$ cat config.mk
export PLATFORM = sky130hd
export DESIGN_NAME = byte_stuffed_frame_receiver_flat
export DESIGN_NICKNAME = d
export VERILOG_FILES = /design/src/hdl/bsfr_pkg.sv /design/src/hdl/bsfr_if.sv /design/src/hdl/bsfr_deframe.sv /design/src/hdl/byte_stuffed_frame_receiver.sv /design/src/flat_wrapper.sv
export SDC_FILE = /design/constraint.sdc
export NUM_CORES = 1
export LEC_CHECK = 0
export BUFFER_PORTS_ARGS = -buffer_cell sky130_fd_sc_hd__buf_4
export CORE_MARGIN = 1.5
export CORE_UTILIZATION = 52
export CTS_BUF_LIST = sky130_fd_sc_hd__clkbuf_8
export DETAILED_ROUTE_END_ITERATION = 8
export PLACE_DENSITY_LB_ADDON = 0.08
export SLEW_MARGIN = 20
export SYNTH_ARGS = -nofsm -noshare
export SYNTH_HDL_FRONTEND = slang
export SYNTH_SLANG_ARGS = --single-unit
export TNS_END_PERCENT = 30
$ cat constraint.sdc
create_clock -name clk -period 3.6 [get_ports clk]
set_clock_uncertainty 0.05 [all_clocks]
set_input_delay 0.36 -clock clk [delete_from_list [all_inputs] [get_ports clk]]
set_output_delay 0.36 -clock clk [all_outputs]
set_load 0.05 [all_outputs]
$ cat src/hdl/bsfr_pkg.sv
package bsfr_pkg;

	localparam logic [7:0] FLAG_BYTE   = 8'h7E;
	localparam logic [7:0] ESCAPE_BYTE = 8'h7D;
	localparam logic [7:0] XOR_MASK    = 8'h20;
	localparam logic [7:0] GOOD_SUM    = 8'hFF;

	localparam logic [7:0] MAX_FRAME_RESET = 8'd64;
	localparam logic [4:0] HEADER_RESET    = 5'd4;

	localparam int CFG_INDEX_W = 2;
	localparam int CFG_DATA_W  = 8;

	typedef enum logic [CFG_INDEX_W-1:0] {
		CFG_MAX_FRAME = 2'd0,
		CFG_HEADER    = 2'd1
	} cfg_index_t;

	typedef enum logic [2:0] {
		MODE_HUNT   = 3'b001,
		MODE_DATA   = 3'b010,
		MODE_ESCAPE = 3'b100
	} mode_t;

	typedef enum logic {
		KIND_PAYLOAD = 1'b0,
		KIND_VERDICT = 1'b1
	} kind_t;

	typedef enum logic [1:0] {
		STATUS_GOOD      = 2'd0,
		STATUS_CHECKSUM  = 2'd1,
		STATUS_TOO_SHORT = 2'd2,
		STATUS_TOO_LONG  = 2'd3
	} status_t;

	typedef struct packed {
		kind_t      kind;
		logic [7:0] payload_byte;
		logic [7:0] byte_position;
		status_t    frame_status;
		logic [8:0] frame_length;
	} result_t;

	// 8-bit end-around-carry add
	function automatic logic [7:0] eac_add(input logic [7:0] a, input logic [7:0] b);
		logic [8:0] s;
		s = {1'b0, a} + {1'b0, b};
		return s[7:0] + {7'd0, s[8]};
	endfunction

endpackage

$ cat src/hdl/bsfr_if.sv
interface bsfr_in_if;
	logic       valid;
	logic       ready;
	logic [7:0] line_byte;

	modport source (output valid, output line_byte, input ready);
	modport sink   (input valid, input line_byte, output ready);
endinterface

interface bsfr_out_if;
	logic       valid;
	logic       ready;
	logic       result_kind;
	logic [7:0] payload_byte;
	logic [7:0] byte_position;
	logic [1:0] frame_status;
	logic [8:0] frame_length;

	modport source (output valid, output result_kind, output payload_byte,
		output byte_position, output frame_status, output frame_length, input ready);
	modport sink   (input valid, input result_kind, input payload_byte,
		input byte_position, input frame_status, input frame_length, output ready);
endinterface

$ cat src/hdl/bsfr_deframe.sv
module bsfr_deframe (
	input  logic               clk,
	input  logic               arst_n,
	input  logic               step,
	input  logic [7:0]         step_byte,
	input  logic [7:0]         max_frame_bytes,
	input  logic [4:0]         header_bytes,
	output logic               res_valid,
	output bsfr_pkg::result_t  res
);

	bsfr_pkg::mode_t mode_q, mode_d;
	logic [7:0] sum_q, sum_d;
	logic [8:0] count_q, count_d;

	logic [7:0] data_byte;
	logic [7:0] sum_next;
	logic       fits;
	bsfr_pkg::status_t verdict;

	assign data_byte = (mode_q == bsfr_pkg::MODE_ESCAPE) ?
		(step_byte ^ bsfr_pkg::XOR_MASK) : step_byte;
	assign sum_next  = bsfr_pkg::eac_add(sum_q, data_byte);
	assign fits      = count_q <= {1'b0, max_frame_bytes};

	always_comb begin
		if (sum_q != bsfr_pkg::GOOD_SUM) begin
			verdict = bsfr_pkg::STATUS_CHECKSUM;
		end else if (count_q <= {4'd0, header_bytes}) begin
			verdict = bsfr_pkg::STATUS_TOO_SHORT;
		end else if (count_q > ({1'b0, max_frame_bytes} + 9'd1)) begin
			verdict = bsfr_pkg::STATUS_TOO_LONG;
		end else begin
			verdict = bsfr_pkg::STATUS_GOOD;
		end
	end

	always_comb begin
		mode_d    = mode_q;
		sum_d     = sum_q;
		count_d   = count_q;
		res_valid = 1'b0;
		res       = '{kind: bsfr_pkg::KIND_PAYLOAD, payload_byte: 8'd0,
			byte_position: 8'd0, frame_status: bsfr_pkg::STATUS_GOOD, frame_length: 9'd0};
		if (step) begin
			unique case (mode_q) inside
				bsfr_pkg::MODE_DATA, bsfr_pkg::MODE_ESCAPE: begin
					if (mode_q == bsfr_pkg::MODE_DATA && step_byte == bsfr_pkg::ESCAPE_BYTE) begin
						mode_d = bsfr_pkg::MODE_ESCAPE;
					end else if (mode_q == bsfr_pkg::MODE_DATA &&
							step_byte == bsfr_pkg::FLAG_BYTE) begin
						// close the frame and open the next one
						res_valid         = 1'b1;
						res.kind          = bsfr_pkg::KIND_VERDICT;
						res.frame_status  = verdict;
						res.frame_length  = count_q;
						sum_d             = 8'd0;
						count_d           = 9'd0;
					end else if (fits) begin
						res_valid         = 1'b1;
						res.payload_byte  = data_byte;
						res.byte_position = count_q[7:0];
						sum_d             = sum_next;
						count_d           = count_q + 9'd1;
						mode_d            = bsfr_pkg::MODE_DATA;
					end else begin
						// overflow: report too long and drop back to hunting
						res_valid         = 1'b1;
						res.kind          = bsfr_pkg::KIND_VERDICT;
						res.frame_status  = bsfr_pkg::STATUS_TOO_LONG;
						res.frame_length  = count_q;
						sum_d             = 8'd0;
						count_d           = 9'd0;
						mode_d            = bsfr_pkg::MODE_HUNT;
					end
				end
				default: begin
					mode_d = bsfr_pkg::MODE_HUNT;
					if (step_byte == bsfr_pkg::FLAG_BYTE) begin
						sum_d   = 8'd0;
						count_d = 9'd0;
						mode_d  = bsfr_pkg::MODE_DATA;
					end
				end
			endcase
		end
	end

	always_ff @(posedge clk or negedge arst_n) begin
		if (!arst_n) begin
			mode_q  <= bsfr_pkg::MODE_HUNT;
			sum_q   <= 8'd0;
			count_q <= 9'd0;
		end else begin
			mode_q  <= mode_d;
			sum_q   <= sum_d;
			count_q <= count_d;
		end
	end

endmodule

$ cat src/hdl/byte_stuffed_frame_receiver.sv
// A word accepted from rx_in lands in the input register (byte_s1); its result
// word (if any) is then registered into the output register when stage 1 advances.
// Throughput: one line byte per cycle while the output side takes words.
// Reset (arst_n low): receiver hunts for an opening flag, sum and count clear,
// max_frame_bytes returns to 64 and header_bytes to 4.
module byte_stuffed_frame_receiver (
	input  logic                                  clk,
	input  logic                                  arst_n,
	bsfr_in_if.sink                               rx_in,
	bsfr_out_if.source                            res_out,
	input  logic                                  cfg_we,
	input  logic [bsfr_pkg::CFG_INDEX_W-1:0]      cfg_index,
	input  logic [bsfr_pkg::CFG_DATA_W-1:0]       cfg_data
);

	logic [7:0] max_frame_q;
	logic [4:0] header_q;

	logic       valid_s1;
	logic [7:0] byte_s1;
	logic       advance;

	logic              res_valid;
	bsfr_pkg::result_t res;

	logic              out_valid_q;
	bsfr_pkg::result_t out_q;

	always_ff @(posedge clk or negedge arst_n) begin
		if (!arst_n) begin
			max_frame_q <= bsfr_pkg::MAX_FRAME_RESET;
			header_q    <= bsfr_pkg::HEADER_RESET;
		end else if (cfg_we) begin
			unique case (cfg_index)
				bsfr_pkg::CFG_MAX_FRAME: max_frame_q <= cfg_data;
				bsfr_pkg::CFG_HEADER:    header_q    <= cfg_data[4:0];
				default: ;
			endcase
		end
	end

	// stage 1 moves on whenever the result register is free or being drained
	assign advance     = valid_s1 && (!out_valid_q || res_out.ready);
	assign rx_in.ready = !valid_s1 || advance;

	always_ff @(posedge clk or negedge arst_n) begin
		if (!arst_n) begin
			valid_s1 <= 1'b0;
		end else if (rx_in.ready) begin
			valid_s1 <= rx_in.valid;
		end
	end

	always_ff @(posedge clk) begin
		if (rx_in.ready && rx_in.valid) begin
			byte_s1 <= rx_in.line_byte;
		end
	end

	bsfr_deframe u_deframe (
		.clk             (clk),
		.arst_n          (arst_n),
		.step            (advance),
		.step_byte       (byte_s1),
		.max_frame_bytes (max_frame_q),
		.header_bytes    (header_q),
		.res_valid       (res_valid),
		.res             (res)
	);

	always_ff @(posedge clk or negedge arst_n) begin
		if (!arst_n) begin
			out_valid_q <= 1'b0;
		end else if (!out_valid_q || res_out.ready) begin
			out_valid_q <= advance && res_valid;
		end
	end

	always_ff @(posedge clk) begin
		if (advance && res_valid) begin
			out_q <= res;
		end
	end

	assign res_out.valid         = out_valid_q;
	assign res_out.result_kind   = out_q.kind;
	assign res_out.payload_byte  = out_q.payload_byte;
	assign res_out.byte_position = out_q.byte_position;
	assign res_out.frame_status  = out_q.frame_status;
	assign res_out.frame_length  = out_q.frame_length;

endmodule
$ cat src/flat_wrapper.sv
// flat-port wrapper written by rule: the top's interface ports become plain ports
module byte_stuffed_frame_receiver_flat 
  (clk, arst_n, cfg_we, cfg_index, cfg_data, rx_in_valid, rx_in_line_byte, rx_in_ready, res_out_valid, res_out_result_kind, res_out_payload_byte, res_out_byte_position, res_out_frame_status, res_out_frame_length, res_out_ready);
  bsfr_in_if rx_in_i ();
  bsfr_out_if res_out_i ();
  input  logic clk;
  input  logic arst_n;
  input  logic cfg_we;
  input  logic [bsfr_pkg::CFG_INDEX_W-1:0] cfg_index;
  input  logic [bsfr_pkg::CFG_DATA_W-1:0] cfg_data;
  input wire logic [$bits(rx_in_i.valid)-1:0] rx_in_valid;
  input wire logic [$bits(rx_in_i.line_byte)-1:0] rx_in_line_byte;
  output wire logic [$bits(rx_in_i.ready)-1:0] rx_in_ready;
  output wire logic [$bits(res_out_i.valid)-1:0] res_out_valid;
  output wire logic [$bits(res_out_i.result_kind)-1:0] res_out_result_kind;
  output wire logic [$bits(res_out_i.payload_byte)-1:0] res_out_payload_byte;
  output wire logic [$bits(res_out_i.byte_position)-1:0] res_out_byte_position;
  output wire logic [$bits(res_out_i.frame_status)-1:0] res_out_frame_status;
  output wire logic [$bits(res_out_i.frame_length)-1:0] res_out_frame_length;
  input wire logic [$bits(res_out_i.ready)-1:0] res_out_ready;
  assign rx_in_i.valid = rx_in_valid;
  assign rx_in_i.line_byte = rx_in_line_byte;
  assign rx_in_ready = rx_in_i.ready;
  assign res_out_valid = res_out_i.valid;
  assign res_out_result_kind = res_out_i.result_kind;
  assign res_out_payload_byte = res_out_i.payload_byte;
  assign res_out_byte_position = res_out_i.byte_position;
  assign res_out_frame_status = res_out_i.frame_status;
  assign res_out_frame_length = res_out_i.frame_length;
  assign res_out_i.ready = res_out_ready;
  byte_stuffed_frame_receiver u_core (.clk(clk), .arst_n(arst_n), .rx_in(rx_in_i), .res_out(res_out_i), .cfg_we(cfg_we), .cfg_index(cfg_index), .cfg_data(cfg_data));
endmodule
==> results of run 1 <==
==> critical path, stage by stage, from the launching register on <==
cell      delay [ps]
dfrtp_1          420
nor3b_1          240
xor2_1           320
ha_1             350
a21o_1           190
a31oi_1          300
nor2b_1           80
o21ai_0          160
nand2b_1          80
ha_1             210
ha_1             200
and2_1           150
nand4_1          100
xnor2_1           80
a22o_1           180
==> cell families (layout without fill, tap and decap cells) <==
kind of cell	count (synthesis)	after routing	synth area share (%)
flip-flops	71	71	48.7
multiplexers	6	6	1.68
XOR/XNOR	24	24	5.22
AO/OA/AOI/OAI	60	60	10.7
buffers and inverters	28	98	2.95
AND/OR/NAND/NOR	129	129	19.4
adder cells (fa/ha/maj)	36	36	11.4
==> sequential cells by signal, summed over array words and instances, names as in the netlist, 2 cells and up <==
| name | cells |
|---|---|
| u_core.max_frame_q | 8 |
| u_core.res_out.frame_length | 9 |
| u_core.byte_s1 | 8 |
| u_core.header_q | 5 |
| u_core.u_deframe.sum_q | 8 |
| u_core.res_out.byte_position | 8 |
| u_core.res_out.frame_status | 2 |
| u_core.u_deframe.mode_q | 3 |
| u_core.res_out.payload_byte | 8 |
| u_core.u_deframe.count_q | 9 |
==> placed cells by master, fill, tap and decap left out, types with 5 or more instances in the layout <==
master and instances:
nand2_1 20, buf_4 58, and3_1 6, ha_1 35, nand3_1 12, nand4_1 9, o21ai_0 17, a21oi_1 5
nand2b_1 5, xor2_1 10, nor3_1 6, xnor2_1 14, nor2_1 15, nor4_1 5, clkbuf_8 9, dfrtp_1 32
and2_1 24, edfxtp_1 36, a21o_1 6, a22o_1 10, a211oi_1 5, mux2_2 6, inv_1 25
==> area by class of cell <==
cell class                      instances  share of cell area (%)
Sequential cell                        71                    41.1
Clock inverter                          7                    1.68
Multi-Input combinational cell        255                    40.8
Timing Repair Buffer                   59                    9.34
Tap cell                               99                    2.60
Inverter                               23                    1.81
Clock buffer                            9                    2.60
==> power groups by stage <==
stage | combinational (mW) | clock, mW | sequential [mW]
global placement | 0.275 | 0 | 0.946
global route | 0.323 | 0.717 | 0.938
finish | 0.286 | 0.671 | 0.932
floorplan | 0.205 | 0 | 0.937
detailed placement | 0.284 | 0 | 0.948
CTS | 0.287 | 0.675 | 0.932
==> through the flow <==
| step | hold slack [ps] | total power [mW] | area [um^2] | util (%) | cells |
|---|---|---|---|---|---|
| 6_report | 134 | 1.89 | 4770 | 64.7 | 523 |
| 2_1_floorplan | 14.4 | 1.14 | 4030 | - | 354 |
| 3_3_place_gp | 293 | 1.22 | 4550 | 61.8 | 506 |
| 3_5_place_dp | 298 | 1.23 | 4550 | 61.8 | 506 |
| 5_1_grt | 128 | 1.98 | 4770 | 64.7 | 523 |
| 4_1_cts | 129 | 1.89 | 4770 | 64.7 | 523 |
==> layer usage <==
metal	up-vias	GRT usage [%]	wire, um
met5	-	0	0
met4	0	10.2	212
met3	18	3.18	405
met2	83	33.0	3690
met1	1368	29.9	3880
li1	1429	-	-
==> worst paths after layout <==
kind | start | to | depth (start not counted)
max | u_core.u_deframe.mode_q[1] | u_core.u_deframe.sum_q[6] | 14
min | rx_in_line_byte[0] | u_core.byte_s1[0] | 1
max reg2reg | u_core.u_deframe.mode_q[1] | u_core.u_deframe.sum_q[6] | 14
min reg2reg | u_core.header_q[3] | u_core.header_q[3] | 1
max in group asynchronous | arst_n | u_core.max_frame_q[6] | 2
min in group asynchronous | arst_n | u_core.max_frame_q[1] | 2
==> results.tsv, run 1 <==
stage	metric	value	unit
status	outcome	finished clean	
pwr	Max VDD drop	0.304	mV
timing	Final Hold Violating Endpoints	0	
yosys	sequential area share after synthesis	48.7	%
timing	post-layout min period	3220	ps
yosys	post-synth top area share	26.8	%
placed_design	DP HPWL	6.14	mm
cts	clock slew at reported path FFs	70	ps
finish	sequential cell area	1960	um^2
finish	Final Net Count	478	
timing	Worst Tran Pin Value	722	ps
yosys	number of synthesized flops with an enable pin	36	
yosys	cell count after synthesis	354	
pwr	Power Dens Cells	396	nW/um^2
yosys	Post-Syn Area per Cell	11.4	um^2
global_routing	largest net degree at the start of global routing	36	
die	Die Wd	91.0	um
pwr	Sw Ratio	25.7	%
die	row count	31	
timing	Slew headroom	51.7	%
pwr	Clk pwr share	35.5	%
finish	Fill cells	623	
cts	CTS tree	yes	
yosys	Post-Syn Nets	413	
placed_design	Setup WS pre-CTS	401	ps
die	chip height	91.0	um
yosys	Synth Warn #	0	
finish	n_diodes	0	
finish	share of layout cells above drive strength 1	21.7	%
setup_path	Arr. time, crit path	3410	ps
cts	latest clock arrival within the worst-skew pair	350	ps
detailed_routing	DR vias	2898	
pwr	Internal	1.40	mW
setup_path	CP required	3790	ps
yosys	top cells by area in the synthesized netlist	edfxtp_1 27%, dfrtp_1 20%, ha_1 11%	
yosys	most common cell in the netlist	edfxtp_1	
cts	Inserted Clock Buffers	9	
cts	htree depth	3	
cts	Post-CTS Hold Buffers	1	
timing	RSZ-0062 raised after global routing	no	
setup_path	Setup crit start kind	flip-flop	
placed_design	I/O Buffers	52	
global_routing	GRT Resource Usage Total	21.5	%
yosys	post-synth top area cell	edfxtp_1	
min_path	Worst Hold Class	primary input to flip-flop	
die	Initial Utilization	54.6	%
yosys	Post-synth ARST share	49.3	%
setup_path	FF-to-FF setup slack	380	ps
timing	Final period util	89.6	%
cts	CTS max path bufs	2	
setup_path	Worst Path Max Fanout	6	
timing	Worst Slack Setup Final	376	ps
global_routing	antenna violations before repair	0	
global_routing	global-route wire length before repair	13.9	mm
pwr	Switch Pwr	0.485	mW
yosys	Top FF cell, synth	edfxtp_1	
pwr	Comb pwr share	15.1	%
yosys	synthesized area	4030	um^2
yosys	top post-synthesis cells by count	36 x edfxtp_1, 35 x ha_1, 32 x dfrtp_1	
cts	Clock Tree Root	clkbuf_8	
detailed_routing	Total Wirelength	8.19	mm
timing	Setup TNS Final	0	ps
die	io pins	53	
timing	fmax	310	MHz
yosys	Netlist cell types	54	
pwr	leakage	2.14	nW
timing	Slew Limit Fails	0	
detailed_routing	Pre-Repair DR Iteration Count	4	
placed_design	RD Place Congestion	0.881	
timing	Final Setup Violations	0	
detailed_routing	drt via density	5.54	
global_routing	gr ovfl total	0	
setup_path	nature of the critical path endpoint	flip-flop	
yosys	Synth Register Bits	71	
pwr	share of power burned in registers	49.4	%
setup_path	crit path kind	flip-flop to flip-flop	
detailed_routing	Routed WL per cell	15.7	um
detailed_routing	Antenna Nets Post-Route	0	
cts	# clock sinks	71	
die	Die Area	8280	um^2
cts	post-cts resize count	0	
global_routing	number of global-route vias before repair	2815	
flow_run	Max Cap Violations	0	
detailed_routing	# DRC	0	
die	core area	7370	um^2
finish	Layout area overhead	18.4	%
detailed_routing	initial DRC count	104	
cts	# Post-CTS Setup Buffers	0	
finish	multi-input logic area	1950	um^2
Note: power is estimated with default switching activity, not from simulation.
==> inputs of run 2 (changes only) <==
--- a/config.mk
+++ b/config.mk
@@ -7,9 +7,10 @@
 export LEC_CHECK = 0
 export BUFFER_PORTS_ARGS = -buffer_cell sky130_fd_sc_hd__buf_4
 export CORE_MARGIN = 1.5
-export CORE_UTILIZATION = 52
+export CORE_UTILIZATION = 60
 export CTS_BUF_LIST = sky130_fd_sc_hd__clkbuf_8
 export DETAILED_ROUTE_END_ITERATION = 8
+export GPL_ROUTABILITY_DRIVEN = 0
 export PLACE_DENSITY_LB_ADDON = 0.08
 export SLEW_MARGIN = 20
 export SYNTH_ARGS = -nofsm -noshare
==> results.tsv, run 2 (synthesis gave the netlist of run 1 again) <==
stage	metric	value	unit	change
pwr	Clk pwr share	37.0	%	+1.5 points
setup_path	R2R depth	14		unchanged
setup_path	Arr. time, crit path	3550	ps	+140 ps
timing	Final Hold Violating Endpoints	0		unchanged
pwr	leakage	2.14	nW	about the same
pwr	Max VDD drop	0.306	mV	+0.84%
global_routing	antenna violations before repair	0		unchanged
cts	latest clock arrival within the worst-skew pair	360	ps	about the same
cts	CTS tree	yes		
timing	Worst Tran Pin Value	768	ps	+45.6 ps
detailed_routing	# DRC	12		+12
die	io pins	53		unchanged
pwr	Power Dens Cells	408	nW/um^2	+3.0%
finish	share of layout cells above drive strength 1	22.5	%	+0.76 points
pwr	Internal	1.43	mW	+1.9%
global_routing	largest net degree at the start of global routing	36		unchanged
cts	CTS max path bufs	2		unchanged
finish	sequential cell area	1960	um^2	unchanged
setup_path	Worst path max stage delay	420	ps	about the same
detailed_routing	initial DRC count	160		+54%
pwr	Switch Pwr	0.507	mW	+4.6%
placed_design	Setup WS pre-CTS	373	ps	-27.9 ps
global_routing	global-route wire length before repair	14.1	mm	+1.9%
die	chip height	84.9	um	-6.7%
timing	Worst Slack Setup Final	240	ps	-136 ps
timing	Slew Limit Fails	0		unchanged
cts	htree depth	3		unchanged
timing	RSZ-0062 raised after global routing	no		
global_routing	gr ovfl total	0		unchanged
setup_path	CP required	3790	ps	about the same
pwr	Sw Ratio	26.2	%	+0.50 points
die	Die Area	7210	um^2	-13%
detailed_routing	Total Wirelength	8.50	mm	+3.8%
min_path	Worst Hold Class	primary input to flip-flop		
status	failing checks	DRC		
setup_path	cell mode on critical path	ha_1		
min_path	Hold Crit Depth	1		unchanged
die	Initial Utilization	62.7	%	+8.1 points
global_routing	GRT Resource Usage Total	25.9	%	+4.4 points
finish	Fill cells	466		-25%
detailed_routing	DR vias	2939		+1.4%
cts	Inserted Clock Buffers	9		unchanged
detailed_routing	drt via density	5.88		+6.1%
setup_path	crit path kind	flip-flop to flip-flop		
min_path	hold endpoint	u_core.byte_s1[7]		
finish	most frequent cells in the layout	57 x buf_4, 36 x edfxtp_1, 35 x ha_1		
setup_path	FF-to-FF setup slack	240	ps	-140 ps
pwr	share of power burned in registers	48.1	%	-1.3 points
die	core area	6420	um^2	-13%
cts	Clock Tree Root	clkbuf_8		
placed_design	I/O Buffers	52		unchanged
setup_path	CP cell instances	nor3b_1 -> xor2_1 -> ha_1 -> a21o_1 -> a31oi_1 -> nor2b_1 -> o21ai_0 -> nand2b_1 -> ha_1 -> ha_1 -> and2_1 -> nand4_1 -> xnor2_1 -> a22o_1		
timing	fmax	298	MHz	-4.0%
placed_design	DP HPWL	6.20	mm	+0.99%
setup_path	Setup crit start kind	flip-flop		
setup_path	reg2reg start	u_core.u_deframe.mode_q[1]		
setup_path	FF-to-FF End	u_core.u_deframe.sum_q[6]		
detailed_routing	Routed WL per cell	17.0	um	+8.6%
detailed_routing	Antenna Nets Post-Route	0		unchanged
cts	# clock sinks	71		unchanged
setup_path	Worst Path Max Fanout	6		unchanged
setup_path	Worst path slowest cell	dfrtp_1		
finish	n_diodes	0		unchanged
detailed_routing	Pre-Repair DR Iteration Count	6		+2
finish	most common cell after layout, fill and taps aside	buf_4		
cts	# Post-CTS Setup Buffers	0		unchanged
min_path	hold path start	rx_in_line_byte[7]		
global_routing	number of global-route vias before repair	2901		+3.1%
timing	post-layout min period	3360	ps	+136 ps
setup_path	nature of the critical path endpoint	flip-flop		
finish	Layout area overhead	18.0	%	
die	row count	29		-6.5%
timing	Final period util	93.3	%	+3.8 points
timing	Setup TNS Final	0	ps	unchanged
flow_run	Max Cap Violations	0		unchanged
timing	Final Setup Violations	0		unchanged
cts	clock slew at reported path FFs	70	ps	about the same
finish	multi-input logic area	1950	um^2	unchanged
finish	fin util	74.0	%	+9.3 points
die	Die Wd	84.9	um	-6.7%
pwr	Comb pwr share	15.0	%	about the same
finish	Final Net Count	477		-0.21%
status	outcome	finished with violations		
timing	Slew headroom	48.6	%	-3.1 points
-- run 2: area by class of cell --
type | instances | area share, %
flip-flops and latches | 71 | 41.3
repair buffers | 58 | 9.22
clock buffers | 10 | 2.90
well taps | 77 | 2.03
clock inverters | 6 | 1.77
inverters | 23 | 1.82
multi-input cells | 255 | 41.0
-- run 2: worst max-delay path: cells and delay by family, from the launching register on --
kind | cells | cell delay (ps)
flip-flops | 1 | 420
AND/OR/NAND/NOR | 5 | 720
AO/OA/AOI/OAI | 4 | 880
adder cells (fa/ha/maj) | 3 | 780
XOR/XNOR | 2 | 430
-- run 2: power groups by stage --
stage	clock network (mW)	registers (mW)	logic (mW)
floorplan	0	0.937	0.205
global placement	0	0.946	0.272
detailed placement	0	0.947	0.286
CTS	0.721	0.931	0.292
global route	0.753	0.936	0.328
finish	0.717	0.931	0.290
-- run 2: how the worst max path moves through the flow --
stage	startpoint	to	slack, ps	depth (start not counted)
3_5_place_dp	u_core.u_deframe.mode_q[1]	u_core.u_deframe.sum_q[6]	370	14
2_1_floorplan	u_core.u_deframe.mode_q[0]	u_core.u_deframe.sum_q[6]	720	14
3_3_place_gp	u_core.u_deframe.mode_q[1]	u_core.u_deframe.sum_q[6]	510	14
6_report	u_core.u_deframe.mode_q[1]	u_core.u_deframe.sum_q[6]	240	14
4_1_cts	u_core.u_deframe.mode_q[1]	u_core.u_deframe.sum_q[6]	250	14
5_1_grt	u_core.u_deframe.mode_q[1]	u_core.u_deframe.sum_q[6]	60	14
-- run 2: through the flow --
| stage | hold WS, ps | cell area, um^2 | instances | power, mW |
|---|---|---|---|---|
| finish | 133 | 4750 | 500 | 1.94 |
| global route | 126 | 4750 | 500 | 2.02 |
| CTS | 124 | 4750 | 500 | 1.94 |
| detailed placement | 289 | 4520 | 483 | 1.23 |
| global placement | 286 | 4520 | 483 | 1.22 |
| floorplan | 14.4 | 4030 | 354 | 1.14 |
-- run 2: timing repair --
action	4_1_cts	5_1_grt
resized for setup	0	0
hold endpoints to repair	32	0
hold buffers	1	0
setup endpoints to repair	0	0
-- run 2: metal layers --
layer	share of wire (%)	routed length [um]	up-vias	GRT usage [%]
li1	-	-	1420	-
met1	45	3800	1398	34.1
met2	48	4060	103	42.3
met3	5.2	442	18	4.28
met4	2.4	201	0	11.8
met5	0	0	-	0
==> inputs of run 3 (changes only) <==
--- a/config.mk
+++ b/config.mk
@@ -15,5 +15,6 @@
 export SLEW_MARGIN = 20
 export SYNTH_ARGS = -nofsm -noshare
 export SYNTH_HDL_FRONTEND = slang
+export SYNTH_HIERARCHICAL = 1
 export SYNTH_SLANG_ARGS = --single-unit
 export TNS_END_PERCENT = 30
==> results.tsv, run 3 <==
stage	metric	value	unit	change
setup_path	R2R depth	13		-1
timing	Slew Limit Fails	0		unchanged
setup_path	reg2reg start	u_core/byte_s1[0]		
yosys	Post-Syn Area per Cell	11.4	um^2	about the same
yosys	sequential area share after synthesis	48.3	%	-0.39 points
global_routing	antenna violations before repair	0		unchanged
setup_path	CP required	3770	ps	-20 ps
timing	post-layout min period	3000	ps	-358 ps
setup_path	Setup crit start kind	flip-flop		
yosys	Synth Warn #	6		+6
placed_design	DP HPWL	6.04	mm	-2.5%
status	failing checks	DRC		
pwr	Power Dens Cells	379	nW/um^2	-7.2%
die	row count	29		unchanged
detailed_routing	DR vias	2978		+1.3%
cts	clock slew at reported path FFs	80	ps	about the same
yosys	most common cell in the netlist	edfxtp_1		
finish	design area	4740	um^2	-0.26%
timing	RSZ-0062 raised after global routing	no		
die	Die Area	7270	um^2	+0.78%
setup_path	Arr. time, crit path	3170	ps	-380 ps
cts	# clock sinks	71		unchanged
global_routing	largest net degree at the start of global routing	36		unchanged
cts	CTS tree	yes		
detailed_routing	initial DRC count	194		+21%
finish	Layout area overhead	16.7	%	
yosys	top cells by area in the synthesized netlist	edfxtp_1 27%, dfrtp_1 20%, ha_1 10%		
timing	Worst Tran Pin Value	829	ps	+60.6 ps
setup_path	cell mode on critical path	ha_1		
setup_path	CP cell instances	ha_1 -> inv_1 -> fa_1 -> nor2b_1 -> o311a_1 -> o31a_1 -> o21ai_0 -> nand2b_1 -> ha_1 -> nor3b_1 -> nand4_1 -> o2111ai_1 -> o211ai_2		
cts	Inserted Clock Buffers	9		unchanged
timing	Slew headroom	44.6	%	-4.0 points
global_routing	gr ovfl total	0		unchanged
global_routing	number of global-route vias before repair	2963		+2.1%
cts	post-cts resize count	0		unchanged
cts	latest clock arrival within the worst-skew pair	350	ps	about the same
detailed_routing	Total Wirelength	8.36	mm	-1.7%
pwr	leakage	2.10	nW	-1.6%
yosys	synthesized area	4060	um^2	+0.81%
die	chip height	85.3	um	+0.39%
setup_path	worst setup path end	u_core/u_deframe/sum_q[7]		
timing	Setup TNS Final	0	ps	unchanged
die	Initial Utilization	62.8	%	+0.15 points
setup_path	FF-to-FF End	u_core/u_deframe/sum_q[7]		
timing	Final Hold Violating Endpoints	0		unchanged
finish	n_diodes	0		unchanged
detailed_routing	drt via density	5.96		+1.3%
setup_path	Worst Path Max Fanout	4		-2
yosys	Top FF cell, synth	edfxtp_1		
setup_path	nature of the critical path endpoint	flip-flop		
cts	htree depth	3		unchanged
cts	# Post-CTS Setup Buffers	0		unchanged
finish	share of layout cells above drive strength 1	23.6	%	+1.2 points
die	Die Wd	85.3	um	+0.39%
detailed_routing	# DRC	5		-7
die	io pins	53		unchanged
flow_run	Max Cap Violations	0		unchanged
status	outcome	finished with violations		
finish	most common cell after layout, fill and taps aside	buf_4		
finish	Final Net Count	476		-0.21%
yosys	Netlist cell types	63		+17%
timing	Final Setup Violations	0		unchanged
timing	fmax	333	MHz	+12%
yosys	Synth Register Bits	71		unchanged
yosys	cell count after synthesis	357		+0.85%
yosys	Post-Syn Nets	415		+0.48%
detailed_routing	Routed WL per cell	16.7	um	-1.7%
yosys	number of synthesized flops with an enable pin	36		unchanged
detailed_routing	Pre-Repair DR Iteration Count	7		+1
finish	Fill cells	446		-4.3%
placed_design	dpl cell area	4530	um^2	+0.22%
detailed_routing	Antenna Nets Post-Route	0		unchanged
setup_path	crit path kind	flip-flop to flip-flop		
timing	Final period util	83.4	%	-9.9 points
setup_path	FF-to-FF setup slack	600	ps	+360 ps
min_path	Worst Hold Class	primary input to flip-flop		
pwr	Max VDD drop	0.301	mV	-1.5%
global_routing	global-route wire length before repair	14.0	mm	-1.3%
setup_path	CP Launch Point	u_core/byte_s1[0]		
placed_design	I/O Buffers	52		unchanged
cts	CTS max path bufs	2		unchanged
die	core area	6460	um^2	+0.56%
yosys	Post-synth ARST share	49.3	%	unchanged
setup_path	Worst path max stage delay	420	ps	about the same
global_routing	GRT Resource Usage Total	24.6	%	-1.2 points
yosys	top post-synthesis cells by count	36 x edfxtp_1, 34 x ha_1, 32 x dfrtp_1		
yosys	post-synth top area cell	edfxtp_1		
yosys	post-synth top area share	26.6	%	-0.22 points
cts	Clock Tree Root	clkbuf_8		
timing	WHS	137	ps	+3.63 ps
setup_path	Worst path slowest cell	edfxtp_1		
finish	most frequent cells in the layout	55 x buf_4, 36 x edfxtp_1, 34 x ha_1		
-- run 3: what timing repair did --
action,in CTS,in global routing
hold buffers,1,0
endpoints found under the hold margin,32,0
endpoints found under the setup margin,0,0
-- run 3: layout make-up --
cell class              count  area, um^2  share of cell area [%]
repair buffers             56         423                    8.93
well taps                  77        96.3                    2.03
inverters                  24        90.1                    1.90
flip-flops and latches     71        1960                    41.4
multi-input cells         256        1970                    41.5
clock inverters             6        61.3                    1.29
clock buffers              10         138                    2.91
-- run 3: cell families after synthesis --
kind of cell / after synthesis / synth area share, %
buffers and inverters: 30 / 3.27
flip-flops: 71 / 48.3
AO/OA/AOI/OAI: 56 / 10.5
XOR/XNOR: 21 / 4.53
AND/OR/NAND/NOR: 128 / 18.1
multiplexers: 16 / 4.38
adder cells (fa/ha/maj): 35 / 11.0
-- run 3: how the worst min path moves through the flow --
stage / start / to / cells after the start
CTS: rx_in_line_byte[4] / u_core/byte_s1[4] / 1
detailed placement: arst_n / u_core/max_frame_q[7] / 1
global route: rx_in_line_byte[6] / u_core/byte_s1[6] / 1
global placement: arst_n / u_core/max_frame_q[5] / 1
floorplan: arst_n / u_core/header_q[0] / 0
finish: rx_in_line_byte[1] / u_core/byte_s1[1] / 1
-- run 3: per-stage QoR --
stage                     cells  total power, mW  utilization (%)  setup WS [ps]
final                       500             1.79             73.3            597
after global routing        500             1.87             73.3            320
after CTS                   500             1.80             73.3            661
after detailed placement    483             1.17             70.1            688
after global placement      483             1.16             70.1            793
after floorplan             357             1.09                -            277
-- run 3: critical path, delay by kind of cell (launching register included) --
kind / cells / cell delay (ps)
AND/OR/NAND/NOR: 4 / 810
AO/OA/AOI/OAI: 5 / 790
adder cells (fa/ha/maj): 3 / 770
flip-flops: 1 / 420
buffers and inverters: 1 / 50
-- run 3: layer usage --
metal	up-vias	routed length, um	GRT usage, %
met5	-	0	0
met4	0	82	8.21
met3	10	389	3.89
met2	80	4140	40.9
met1	1447	3740	33.3
li1	1441	-	-
-- run 3: where the power goes --
part | switching (mW) | internal [mW]
clock network | 0.301 | 0.336
logic | 0.118 | 0.114
registers | 0.0366 | 0.889
